**config.mk**
```make
export PLATFORM = sky130hd
export DESIGN_NAME = calendar_date_adder
export DESIGN_NICKNAME = d
export VERILOG_FILES = /design/src/design/cda_pkg.sv /design/src/design/calendar_date_adder.sv
export SDC_FILE = /design/constraint.sdc
export NUM_CORES = 1
export LEC_CHECK = 0
export BUFFER_PORTS_ARGS = -buffer_cell sky130_fd_sc_hd__buf_2
export CORE_UTILIZATION = 25
export DETAILED_ROUTE_END_ITERATION = 7
export PLACE_DENSITY = 0.44
export SETUP_SLACK_MARGIN = 0.4
export SYNTH_ARGS = -nofsm -noshare
export SYNTH_HDL_FRONTEND = slang
export SYNTH_SLANG_ARGS = --single-unit
```
**constraint.sdc**
```tcl
create_clock -name aclk -period 13.6 [get_ports aclk]
set_input_delay 3.4 -clock aclk [delete_from_list [all_inputs] [get_ports aclk]]
set_output_delay 3.4 -clock aclk [all_outputs]
set_load 0.02 [all_outputs]
```
**src/design/cda_pkg.sv**
```systemverilog
// ----------------------------------------------------------------------------
// cda_pkg
// Codes, constants and calendar helpers for the calendar date adder.
// ----------------------------------------------------------------------------
`default_nettype none

package cda_pkg;

    // Command codes
    localparam logic [2:0] CMD_DAYS    = 3'd0;
    localparam logic [2:0] CMD_WEEKS   = 3'd1;
    localparam logic [2:0] CMD_MONTHS  = 3'd2;
    localparam logic [2:0] CMD_YEARS   = 3'd3;
    localparam logic [2:0] CMD_DECADES = 3'd4;

    // Status codes
    localparam logic [1:0] STATUS_OK      = 2'd0;
    localparam logic [1:0] STATUS_INVALID = 2'd1;
    localparam logic [1:0] STATUS_SAT     = 2'd2;

    localparam logic [13:0] YEAR_MAX = 14'd9999;
    localparam logic [3:0]  DECEMBER = 4'd12;

    // floor(y / 100) == (y * DIV100_MUL) >> DIV100_SHIFT for all 14-bit y
    localparam logic [12:0] DIV100_MUL   = 13'd5243;
    localparam int          DIV100_SHIFT = 19;

    // Leap year from year-in-century and century (4/100/400 rule)
    function automatic logic is_leap(input logic [6:0] yc, input logic [7:0] cen);
        return (yc[1:0] == 2'd0) && ((yc != 7'd0) || (cen[1:0] == 2'd0));
    endfunction

    // Month length; zero for a month code outside 1..12
    function automatic logic [4:0] days_in(input logic [3:0] m, input logic leap);
        logic [4:0] len;
        case (m)
            4'd1, 4'd3, 4'd5, 4'd7, 4'd8, 4'd10, 4'd12: len = 5'd31;
            4'd4, 4'd6, 4'd9, 4'd11:                    len = 5'd30;
            4'd2:                                       len = leap ? 5'd29 : 5'd28;
            default:                                    len = 5'd0;
        endcase
        return len;
    endfunction

endpackage

`default_nettype wire

```
**src/design/calendar_date_adder.sv**
```systemverilog
// ----------------------------------------------------------------------------
// calendar_date_adder
// Gregorian date adder: adds days, weeks, months, years or decades to a date.
// ----------------------------------------------------------------------------
// One request is taken at a time; s_ready is high only while the sequencer is
// idle. The year is first split into century and year-in-century and the
// date is checked; invalid dates and unknown commands then go to finish.
// Day/week requests step over the day count (amount, or 7 * amount for weeks)
// and month requests over the month count, one unit per cycle in one shared
// stepping unit; year and decade requests add once and re-split the year.
// A finished result sits in an output register, so the next request can be
// accepted while the previous result waits for m_ready.
`default_nettype none

module calendar_date_adder (
    input  wire logic        aclk,
    input  wire logic        aresetn,
    input  wire logic        s_valid,
    output logic             s_ready,
    input  wire logic [2:0]  s_cmd,
    input  wire logic [14:0] s_amount,
    input  wire logic [4:0]  s_start_day,
    input  wire logic [3:0]  s_start_month,
    input  wire logic [13:0] s_start_year,
    output logic             m_valid,
    input  wire logic        m_ready,
    output logic [4:0]       m_new_day,
    output logic [3:0]       m_new_month,
    output logic [13:0]      m_new_year,
    output logic [1:0]       m_status
);

    typedef enum logic [7:0] {
        S_IDLE      = 8'b0000_0001,
        S_SPLIT_MUL = 8'b0000_0010,
        S_SPLIT_SUB = 8'b0000_0100,
        S_CHECK     = 8'b0000_1000,
        S_DAYS      = 8'b0001_0000,
        S_MONTHS    = 8'b0010_0000,
        S_CLAMP     = 8'b0100_0000,
        S_FINISH    = 8'b1000_0000
    } state_t;

    state_t      state_reg, state_next;
    logic        out_valid_reg, out_valid_next;

    logic [2:0]  cmd_reg, cmd_next;
    logic [14:0] amount_reg, amount_next;
    logic [17:0] cnt_reg, cnt_next;
    logic [4:0]  d_reg, d_next;
    logic [3:0]  m_reg, m_next;
    logic [13:0] y_reg, y_next;
    logic [6:0]  yc_reg, yc_next;
    logic [7:0]  cen_reg, cen_next;
    logic [7:0]  q_reg, q_next;
    logic [1:0]  status_reg, status_next;
    logic        added_reg, added_next;

    logic [4:0]  out_day_reg, out_day_next;
    logic [3:0]  out_month_reg, out_month_next;
    logic [13:0] out_year_reg, out_year_next;
    logic [1:0]  out_status_reg, out_status_next;

    // Shared stepping unit signals
    logic [4:0]  dim_cur;
    logic [13:0] y_inc;
    logic [6:0]  yc_inc;
    logic [7:0]  cen_inc;
    logic [3:0]  m_step;
    logic [13:0] y_step;
    logic [6:0]  yc_step;
    logic [7:0]  cen_step;
    logic [4:0]  dim_step;
    logic [26:0] prod_div;
    logic [14:0] prod_cen;
    logic [14:0] yc_diff;
    logic [17:0] n_days;
    logic [18:0] n_years;
    logic [18:0] year_room;
    logic [18:0] year_sum;
    logic        date_bad;

    assign s_ready     = (state_reg == S_IDLE);
    assign m_valid     = out_valid_reg;
    assign m_new_day   = out_day_reg;
    assign m_new_month = out_month_reg;
    assign m_new_year  = out_year_reg;
    assign m_status    = out_status_reg;

    // Month length, year increment and the next-month step
    always_comb begin
        dim_cur = cda_pkg::days_in(m_reg, cda_pkg::is_leap(yc_reg, cen_reg));
        y_inc   = y_reg + 14'd1;
        if (yc_reg == 7'd99) begin
            yc_inc  = 7'd0;
            cen_inc = cen_reg + 8'd1;
        end else begin
            yc_inc  = yc_reg + 7'd1;
            cen_inc = cen_reg;
        end
        if (m_reg < cda_pkg::DECEMBER) begin
            m_step   = m_reg + 4'd1;
            y_step   = y_reg;
            yc_step  = yc_reg;
            cen_step = cen_reg;
        end else begin
            m_step   = 4'd1;
            y_step   = y_inc;
            yc_step  = yc_inc;
            cen_step = cen_inc;
        end
        dim_step = cda_pkg::days_in(m_step, cda_pkg::is_leap(yc_step, cen_step));
    end

    // Year split, validity and year addition arithmetic
    always_comb begin
        prod_div  = 27'(y_reg) * 27'(cda_pkg::DIV100_MUL);
        prod_cen  = 15'(q_reg) * 15'd100;
        yc_diff   = 15'(y_reg) - prod_cen;
        n_days    = (cmd_reg == cda_pkg::CMD_WEEKS) ? 18'(amount_reg) * 18'd7
                                                    : 18'(amount_reg);
        n_years   = (cmd_reg == cda_pkg::CMD_DECADES) ? 19'(amount_reg) * 19'd10
                                                      : 19'(amount_reg);
        year_room = 19'(cda_pkg::YEAR_MAX) - 19'(y_reg);
        year_sum  = 19'(y_reg) + n_years;
        date_bad  = (m_reg < 4'd1) || (m_reg > cda_pkg::DECEMBER) ||
                    (y_reg > cda_pkg::YEAR_MAX) || (d_reg == 5'd0) || (d_reg > dim_cur);
    end

    // Sequencer
    always_comb begin
        state_next      = state_reg;
        out_valid_next  = out_valid_reg;
        cmd_next        = cmd_reg;
        amount_next     = amount_reg;
        cnt_next        = cnt_reg;
        d_next          = d_reg;
        m_next          = m_reg;
        y_next          = y_reg;
        yc_next         = yc_reg;
        cen_next        = cen_reg;
        q_next          = q_reg;
        status_next     = status_reg;
        added_next      = added_reg;
        out_day_next    = out_day_reg;
        out_month_next  = out_month_reg;
        out_year_next   = out_year_reg;
        out_status_next = out_status_reg;

        // Drop the result once the transaction completes
        if (out_valid_reg && m_ready) begin
            out_valid_next = 1'b0;
        end

        case (state_reg)
            S_IDLE: begin
                if (s_valid) begin
                    cmd_next    = s_cmd;
                    amount_next = s_amount;
                    d_next      = s_start_day;
                    m_next      = s_start_month;
                    y_next      = s_start_year;
                    status_next = cda_pkg::STATUS_OK;
                    added_next  = 1'b0;
                    state_next  = S_SPLIT_MUL;
                end
            end
            S_SPLIT_MUL: begin
                q_next     = prod_div[cda_pkg::DIV100_SHIFT +: 8];
                state_next = S_SPLIT_SUB;
            end
            S_SPLIT_SUB: begin
                cen_next   = q_reg;
                yc_next    = yc_diff[6:0];
                state_next = added_reg ? S_CLAMP : S_CHECK;
            end
            S_CHECK: begin
                if (date_bad) begin
                    status_next = cda_pkg::STATUS_INVALID;
                    state_next  = S_FINISH;
                end else begin
                    case (cmd_reg)
                        cda_pkg::CMD_DAYS, cda_pkg::CMD_WEEKS: begin
                            cnt_next   = n_days;
                            state_next = S_DAYS;
                        end
                        cda_pkg::CMD_MONTHS: begin
                            cnt_next   = 18'(amount_reg);
                            state_next = S_MONTHS;
                        end
                        cda_pkg::CMD_YEARS, cda_pkg::CMD_DECADES: begin
                            if (n_years > year_room) begin
                                y_next      = cda_pkg::YEAR_MAX;
                                status_next = cda_pkg::STATUS_SAT;
                            end else begin
                                y_next = year_sum[13:0];
                            end
                            added_next = 1'b1;
                            state_next = S_SPLIT_MUL;
                        end
                        default: begin
                            state_next = S_FINISH;
                        end
                    endcase
                end
            end
            S_DAYS: begin
                if (cnt_reg == 18'd0) begin
                    state_next = S_FINISH;
                end else if (d_reg < dim_cur) begin
                    d_next   = d_reg + 5'd1;
                    cnt_next = cnt_reg - 18'd1;
                end else if ((m_reg < cda_pkg::DECEMBER) || (y_reg < cda_pkg::YEAR_MAX)) begin
                    d_next   = 5'd1;
                    m_next   = m_step;
                    y_next   = y_step;
                    yc_next  = yc_step;
                    cen_next = cen_step;
                    cnt_next = cnt_reg - 18'd1;
                end else begin
                    status_next = cda_pkg::STATUS_SAT;
                    state_next  = S_FINISH;
                end
            end
            S_MONTHS: begin
                if (cnt_reg == 18'd0) begin
                    state_next = S_FINISH;
                end else if ((m_reg < cda_pkg::DECEMBER) || (y_reg < cda_pkg::YEAR_MAX)) begin
                    m_next   = m_step;
                    y_next   = y_step;
                    yc_next  = yc_step;
                    cen_next = cen_step;
                    d_next   = (d_reg > dim_step) ? dim_step : d_reg;
                    cnt_next = cnt_reg - 18'd1;
                end else begin
                    status_next = cda_pkg::STATUS_SAT;
                    state_next  = S_FINISH;
                end
            end
            S_CLAMP: begin
                // Clamp the day to the target month, e.g. a leap day in a common year
                if (d_reg > dim_cur) begin
                    d_next = dim_cur;
                end
                state_next = S_FINISH;
            end
            S_FINISH: begin
                // Hold until the output register is free
                if (!out_valid_reg || m_ready) begin
                    out_valid_next  = 1'b1;
                    out_day_next    = d_reg;
                    out_month_next  = m_reg;
                    out_year_next   = y_reg;
                    out_status_next = status_reg;
                    state_next      = S_IDLE;
                end
            end
            default: begin
                state_next = S_IDLE;
            end
        endcase
    end

    // Control registers
    always_ff @(posedge aclk) begin
        if (!aresetn) begin
            state_reg     <= S_IDLE;
            out_valid_reg <= 1'b0;
        end else begin
            state_reg     <= state_next;
            out_valid_reg <= out_valid_next;
        end
    end

    // Payload registers
    always_ff @(posedge aclk) begin
        cmd_reg        <= cmd_next;
        amount_reg     <= amount_next;
        cnt_reg        <= cnt_next;
        d_reg          <= d_next;
        m_reg          <= m_next;
        y_reg          <= y_next;
        yc_reg         <= yc_next;
        cen_reg        <= cen_next;
        q_reg          <= q_next;
        status_reg     <= status_next;
        added_reg      <= added_next;
        out_day_reg    <= out_day_next;
        out_month_reg  <= out_month_next;
        out_year_reg   <= out_year_next;
        out_status_reg <= out_status_next;
    end

endmodule

`default_nettype wire

```
==> reports/qor.txt, run 1 <==
DRC viols: 0
Reg clk slew, reported paths: 90 ps
DRT Wirelength: 37000 um
Area contributors post-synth: edfxtp_1 (24%), ha_1 (20%), fa_1 (13%), inv_1 (5.2%), o21ai_0 (3.6%)
ANT nets after route: 0
Max_cap viols: 0
Worst path cell trace: clkinv_1 > fa_1 > inv_1 > fa_1 > inv_1 > fa_1 > inv_1 > fa_1 > ha_1 > a21oi_1 > o21ai_0 > a211oi_1 > nor3_1 > a211oi_1 > a21boi_0 > xor2_1
Clk sink count: 110
Met1 track demand over resource: 21.1%
Clk_skew: 8.71 ps
Final Hold Viols: 0
Hold-fix buffer count after cts: 0
Die Y: 227 um
GRT Max-Usage Layer: met2
Root buffer cell: clkbuf_16
# placed instances: 2056
Per-instance average area after synthesis: 9.38 sq um
CTS Buf Count: 9
Main synth FF type: edfxtp_1
Mapped cell area: 0.0126 sq mm
Leading cell types in the layout, fill and taps excluded: ha_1 (201), inv_1 (175), edfxtp_1 (101), nand2_1 (100), o21ai_0 (91)
Setup bufs post-CTS: 0
Routed wire per std cell: 17.8 um
Post-synthesis register bit count: 110
Seq/Total Area, Yosys: 25.5%
Slowest CP cell: edfxtp_1
Overall Global Routing Usage: 14.8%
Vias in the first global route: 9926
Crit start category: flip-flop
IO Port Bufs: 71
Syn_nets: 1672
Post-cts resize count: 0
Core ar.: 0.0494 sq mm
Max reg flops: 18
Synth top area share: 24.0%
H-tree depth: 3
GR Util met3: 2.93%
Final Cycle Share: 42.5%
DR vias: 9942
Critical path capture point type: flip-flop
CP peak stage delay: 880 ps
DP HPWL: 29200 um
Post-synth EDFFs: 101
WS Path Type: flip-flop to flip-flop
Clock Latency Late Sink: 390 ps
Ys Warns: 0
Fmax: 0.173 GHz
Max Slew Vio Count: 0
P&R area growth vs syn: 11.1%
RSZ-0062 raised after global routing: false
Worst hold margin: 494 ps
CTS max path bufs: 2
Status: complete, no violations
FFs w/ async S/R, synth: 0%
Die Area: 0.0514 sq mm
Vias per cell: 4.80
Starting density of the core: 25.6%
Slew HR: 30.1%
Hold crit path type: flip-flop to flip-flop
Gate Count Post-Synth: 1346
Min Tclk post-route: 5780 ps
# fillers: 5253
Setup TNS: 0 ps
Initial DRT Pass Iterations: 5
Most common cell on crit path: fa_1
Synth unique cells: 71
Largest delay share family, worst path: adder cells
Io pins: 72
Die Width: 227 um
Crit path required time: 13740 ps
Commonest non-fill, non-tap cell in the layout: ha_1
# rows: 81
Number of nets in the layout: 1729
Grt met2 use: 23.2%
First-pass GRT wire length: 57800 um
Initial antenna violation count: 2
Grt ovf: 0
ANT cells: 0
Largest net degree at the start of global routing: 49
Cell Count, Final, Fillers Out: 2072
Final GP Congestion: 0.834
DRT iter0 DRCs: 675
TritonCTS clock tree: done
CP Buf/Inv Count: 4
Final setup viols: 0
Worst-margin pin slew: 1050 ps
Layout cells sized above 1: 8.03%
CP max FO: 14
Synth area leader: edfxtp_1
Arrival @ worst endpoint: 5920 ps
[area by class of cell]
cell class	instances	area, sq um	share of cell area [%]
Timing Repair Buffer	76	393	2.80
Clock inverter	6	62.6	0.446
Multi-Input combinational cell	1029	8630	61.5
Inverter	177	666	4.74
Tap cell	664	831	5.92
Sequential cell	110	3210	22.9
Clock buffer	10	229	1.63
[through the flow]
step,util [%],area (sq um),setup WS (ps)
after floorplan,-,12600,8510
after global placement,27.8,13700,7750
after detailed placement,27.8,13700,7690
after CTS,28.4,14000,7670
after global routing,28.4,14000,7480
final,28.4,14000,7820
[routing by layer]
| layer | vias up | part of all wire (%) |
|---|---|---|
| met3 | 26 | 3.8 |
| met2 | 175 | 45 |
| met5 | - | 0.057 |
| li1 | 4909 | - |
| met1 | 4828 | 51 |
| met4 | 4 | 1.1 |
[logic make-up (layout without fill, tap and decap cells)]
| logic type | after synthesis | count (layout) | share of synthesized area [%] |
|---|---|---|---|
| compound gates | 330 | 330 | 17.0 |
| xor+xnor | 69 | 69 | 4.79 |
| fa+ha+maj | 281 | 281 | 32.6 |
| buf+inv | 207 | 269 | 6.21 |
| flops | 110 | 110 | 25.5 |
| mux | 6 | 6 | 0.496 |
| simple gates | 343 | 343 | 13.5 |
[final timing paths]
kind	start	end	slack, ps	cells past startpoint
max	y_reg[13]$_DFFE_PP_	q_reg[3]$_DFFE_PP_	7820	16
min	status_reg[1]$_DFFE_PP_	m_status[1]$_DFFE_PP_	490	0
max reg2reg	y_reg[13]$_DFFE_PP_	q_reg[3]$_DFFE_PP_	7820	16
min reg2reg	status_reg[1]$_DFFE_PP_	m_status[1]$_DFFE_PP_	490	0
[cells in the mapped netlist, types with 12 or more instances]
master	instances
xor2_1	24
nand2_1	100
ha_1	201
o21a_1	14
nor2_1	72
o21ai_0	91
inv_1	175
fa_1	80
nand3_1	38
nand4_1	16
and3_1	13
a21o_1	19
nand2b_1	13
nor3_1	26
clkbuf_1	25
a21oi_1	76
edfxtp_1	101
a211oi_1	20
xnor2_1	45
nor2b_1	12
Power of run 1 is not shown: default switching activity piles up to over one toggle a cycle in this logic, so the estimate is an artifact.
==> run 2: changes to the inputs <==
--- a/config.mk
+++ b/config.mk
@@ -8,7 +8,7 @@
 export BUFFER_PORTS_ARGS = -buffer_cell sky130_fd_sc_hd__buf_2
 export CORE_UTILIZATION = 25
 export DETAILED_ROUTE_END_ITERATION = 7
-export PLACE_DENSITY = 0.44
+export PLACE_DENSITY = 0.46
 export SETUP_SLACK_MARGIN = 0.4
 export SYNTH_ARGS = -nofsm -noshare
 export SYNTH_HDL_FRONTEND = slang
==> constraint.sdc (replaced) <==
create_clock -name aclk -period 4.8 [get_ports aclk]
set_input_delay 1.2 -clock aclk [delete_from_list [all_inputs] [get_ports aclk]]
set_output_delay 1.2 -clock aclk [all_outputs]
set_load 0.02 [all_outputs]
==> run 2 against run 1 <==
Net effect: worst hold slack got worse by 6.2 ps; die area did not move; clock skew rose by 8.1 ps; register-to-register slack got worse by 7600 ps; critical path depth did not move; wire length rose by 0.73%; non-clock buffer count rose by 92; flip-flop and latch count did not move; design area rose by 8.4%; sequential share of layout area fell by 1.8 points.
==> reports/qor.txt, run 2 (same netlist as run 1, synthesis figures left out) <==
Status: complete, no violations (unchanged)
CTS Buf Count: 9 (unchanged)
Hold crit path type: flip-flop to flip-flop (unchanged)
Max Slew Vio Count: 0 (unchanged)
Vias per cell: 4.76 (was 4.80)
DRT Wirelength: 37200 um (was 37000 um)
DP HPWL: 29800 um (was 29200 um)
# fillers: 5166 (was 5253)
WS Path Type: flip-flop to flip-flop (unchanged)
First-pass GRT wire length: 57900 um (was 57800 um)
Initial antenna violation count: 0 (was 2)
CP max FO: 4 (was 14)
P&R area growth vs syn: 20.5% (was 11.1%)
TritonCTS clock tree: done (unchanged)
Routed wire per std cell: 17.2 um (was 17.8 um)
H-tree depth: 3 (unchanged)
Root buffer cell: clkbuf_16 (unchanged)
Commonest non-fill, non-tap cell in the layout: ha_1 (unchanged)
Max_cap viols: 0 (unchanged)
Critical path capture point type: flip-flop (unchanged)
RSZ-0062 raised after global routing: true (was false)
Crit path required time: 4950 ps (was 13740 ps)
Worst-margin pin slew: 909 ps (was 1050 ps)
Hold-fix buffer count after cts: 0 (unchanged)
# rows: 81 (unchanged)
DRT iter0 DRCs: 753 (was 675)
Final Cycle Share: 95.9% (was 42.5%)
Overall Global Routing Usage: 14.7% (was 14.8%)
Placed instance area: 0.0143 sq mm (was 0.0137 sq mm)
Largest net degree at the start of global routing: 34 (was 49)
Final GP Congestion: 0.848 (was 0.834)
CTS max path bufs: 2 (unchanged)
Max reg flops: 18 (unchanged)
Number of nets in the layout: 1821 (was 1729)
Grt ovf: 0 (unchanged)
Starting density of the core: 25.6% (unchanged)
Clk_skew: 16.8 ps (was 8.71 ps)
DRC viols: 0 (unchanged)
Crit start category: flip-flop (unchanged)
Fmax: 0.217 GHz (was 0.173 GHz)
Reg clk slew, reported paths: 90 ps (about the same)
Clock Latency Late Sink: 390 ps (about the same)
Slew HR: 39.4% (was 30.1%)
Arrival @ worst endpoint: 4760 ps (was 5920 ps)
ANT nets after route: 0 (unchanged)
Layout cells sized above 1: 18.3% (was 8.03%)
Initial DRT Pass Iterations: 4 (was 5)
Clk sink count: 110 (unchanged)
Final Hold Viols: 0 (unchanged)
IO Port Bufs: 71 (unchanged)
Die Width: 227 um (unchanged)
Final setup viols: 0 (unchanged)
Die Area: 0.0514 sq mm (unchanged)
Die Y: 227 um (unchanged)
Cell area after layout: 0.0152 sq mm (was 0.0140 sq mm)
R2r worst-path depth: 16 (unchanged)
Leading cell types in the layout, fill and taps excluded: ha_1 (186), inv_1 (166), edfxtp_1 (101), nand2_1 (97), buf_4 (88) (was ha_1 (201), inv_1 (175), edfxtp_1 (101), nand2_1 (100), o21ai_0 (91))
Core ar.: 0.0494 sq mm (unchanged)
Min-Delay Path Depth: 0 (unchanged)
Setup TNS: 0 ps (unchanged)
Vias in the first global route: 10100 (was 9926)
Min Tclk post-route: 4600 ps (was 5780 ps)
Io pins: 72 (unchanged)
DR vias: 10300 (was 9942)
ANT cells: 0 (unchanged)
run 2: timing repair:
item,in CTS,in global routing
pin swaps,10,49
resized for setup,22,74
buffers inserted,17,7
gates cloned,0,1
setup endpoints to repair,53,73
run 2: area by class of cell:
type	count	area, sq um	share of cell area (%)
clock buffers	10	229	1.51
inverters	177	666	4.38
flip-flops and latches	110	3210	21.1
repair buffers	168	1150	7.55
multi-input cells	1029	9040	59.4
clock inverters	5	83.8	0.551
well taps	664	831	5.46
run 2: worst max-delay path: stages, from the launching register on:
cell	delay [ps]
edfxtp_1	510
buf_6	190
fa_1	490
ha_4	290
inv_2	30
fa_1	460
fa_1	500
inv_2	40
fa_1	570
ha_4	210
a21oi_2	140
o21ai_2	90
a211oi_2	270
nor3_2	90
a211oi_2	200
a21boi_1	110
xor2_1	160
run 2: final timing paths:
check,slack (ps),endpoint,startpoint
worst max-delay path,200,q_reg[3]$_DFFE_PP_,y_reg[9]$_DFFE_PP_
worst min-delay path,490,m_status[0]$_DFFE_PP_,status_reg[0]$_DFFE_PP_
worst max register to register,200,q_reg[3]$_DFFE_PP_,y_reg[9]$_DFFE_PP_
worst min register to register,490,m_status[0]$_DFFE_PP_,status_reg[0]$_DFFE_PP_
run 2: through the flow:
stage          hold slack (ps)  util (%)  setup WS (ps)  instances
5_1_grt                    499      30.8           26.5       2163
2_1_floorplan              400         -            247       1346
3_5_place_dp               457      28.9          -33.2       2123
6_report                   488      30.8            198       2163
4_1_cts                    495      30.0            213       2155
3_3_place_gp               479      28.9           34.0       2123
run 2: per-layer routing:
layer	vias up	wire, um	track usage, %
met2	139	17300	23.9
li1	5098	-	-
met1	5048	18500	20.7
met5	-	0	0
met4	0	401	3.31
met3	16	1020	1.61
Power of run 2 is left out for the same reason.
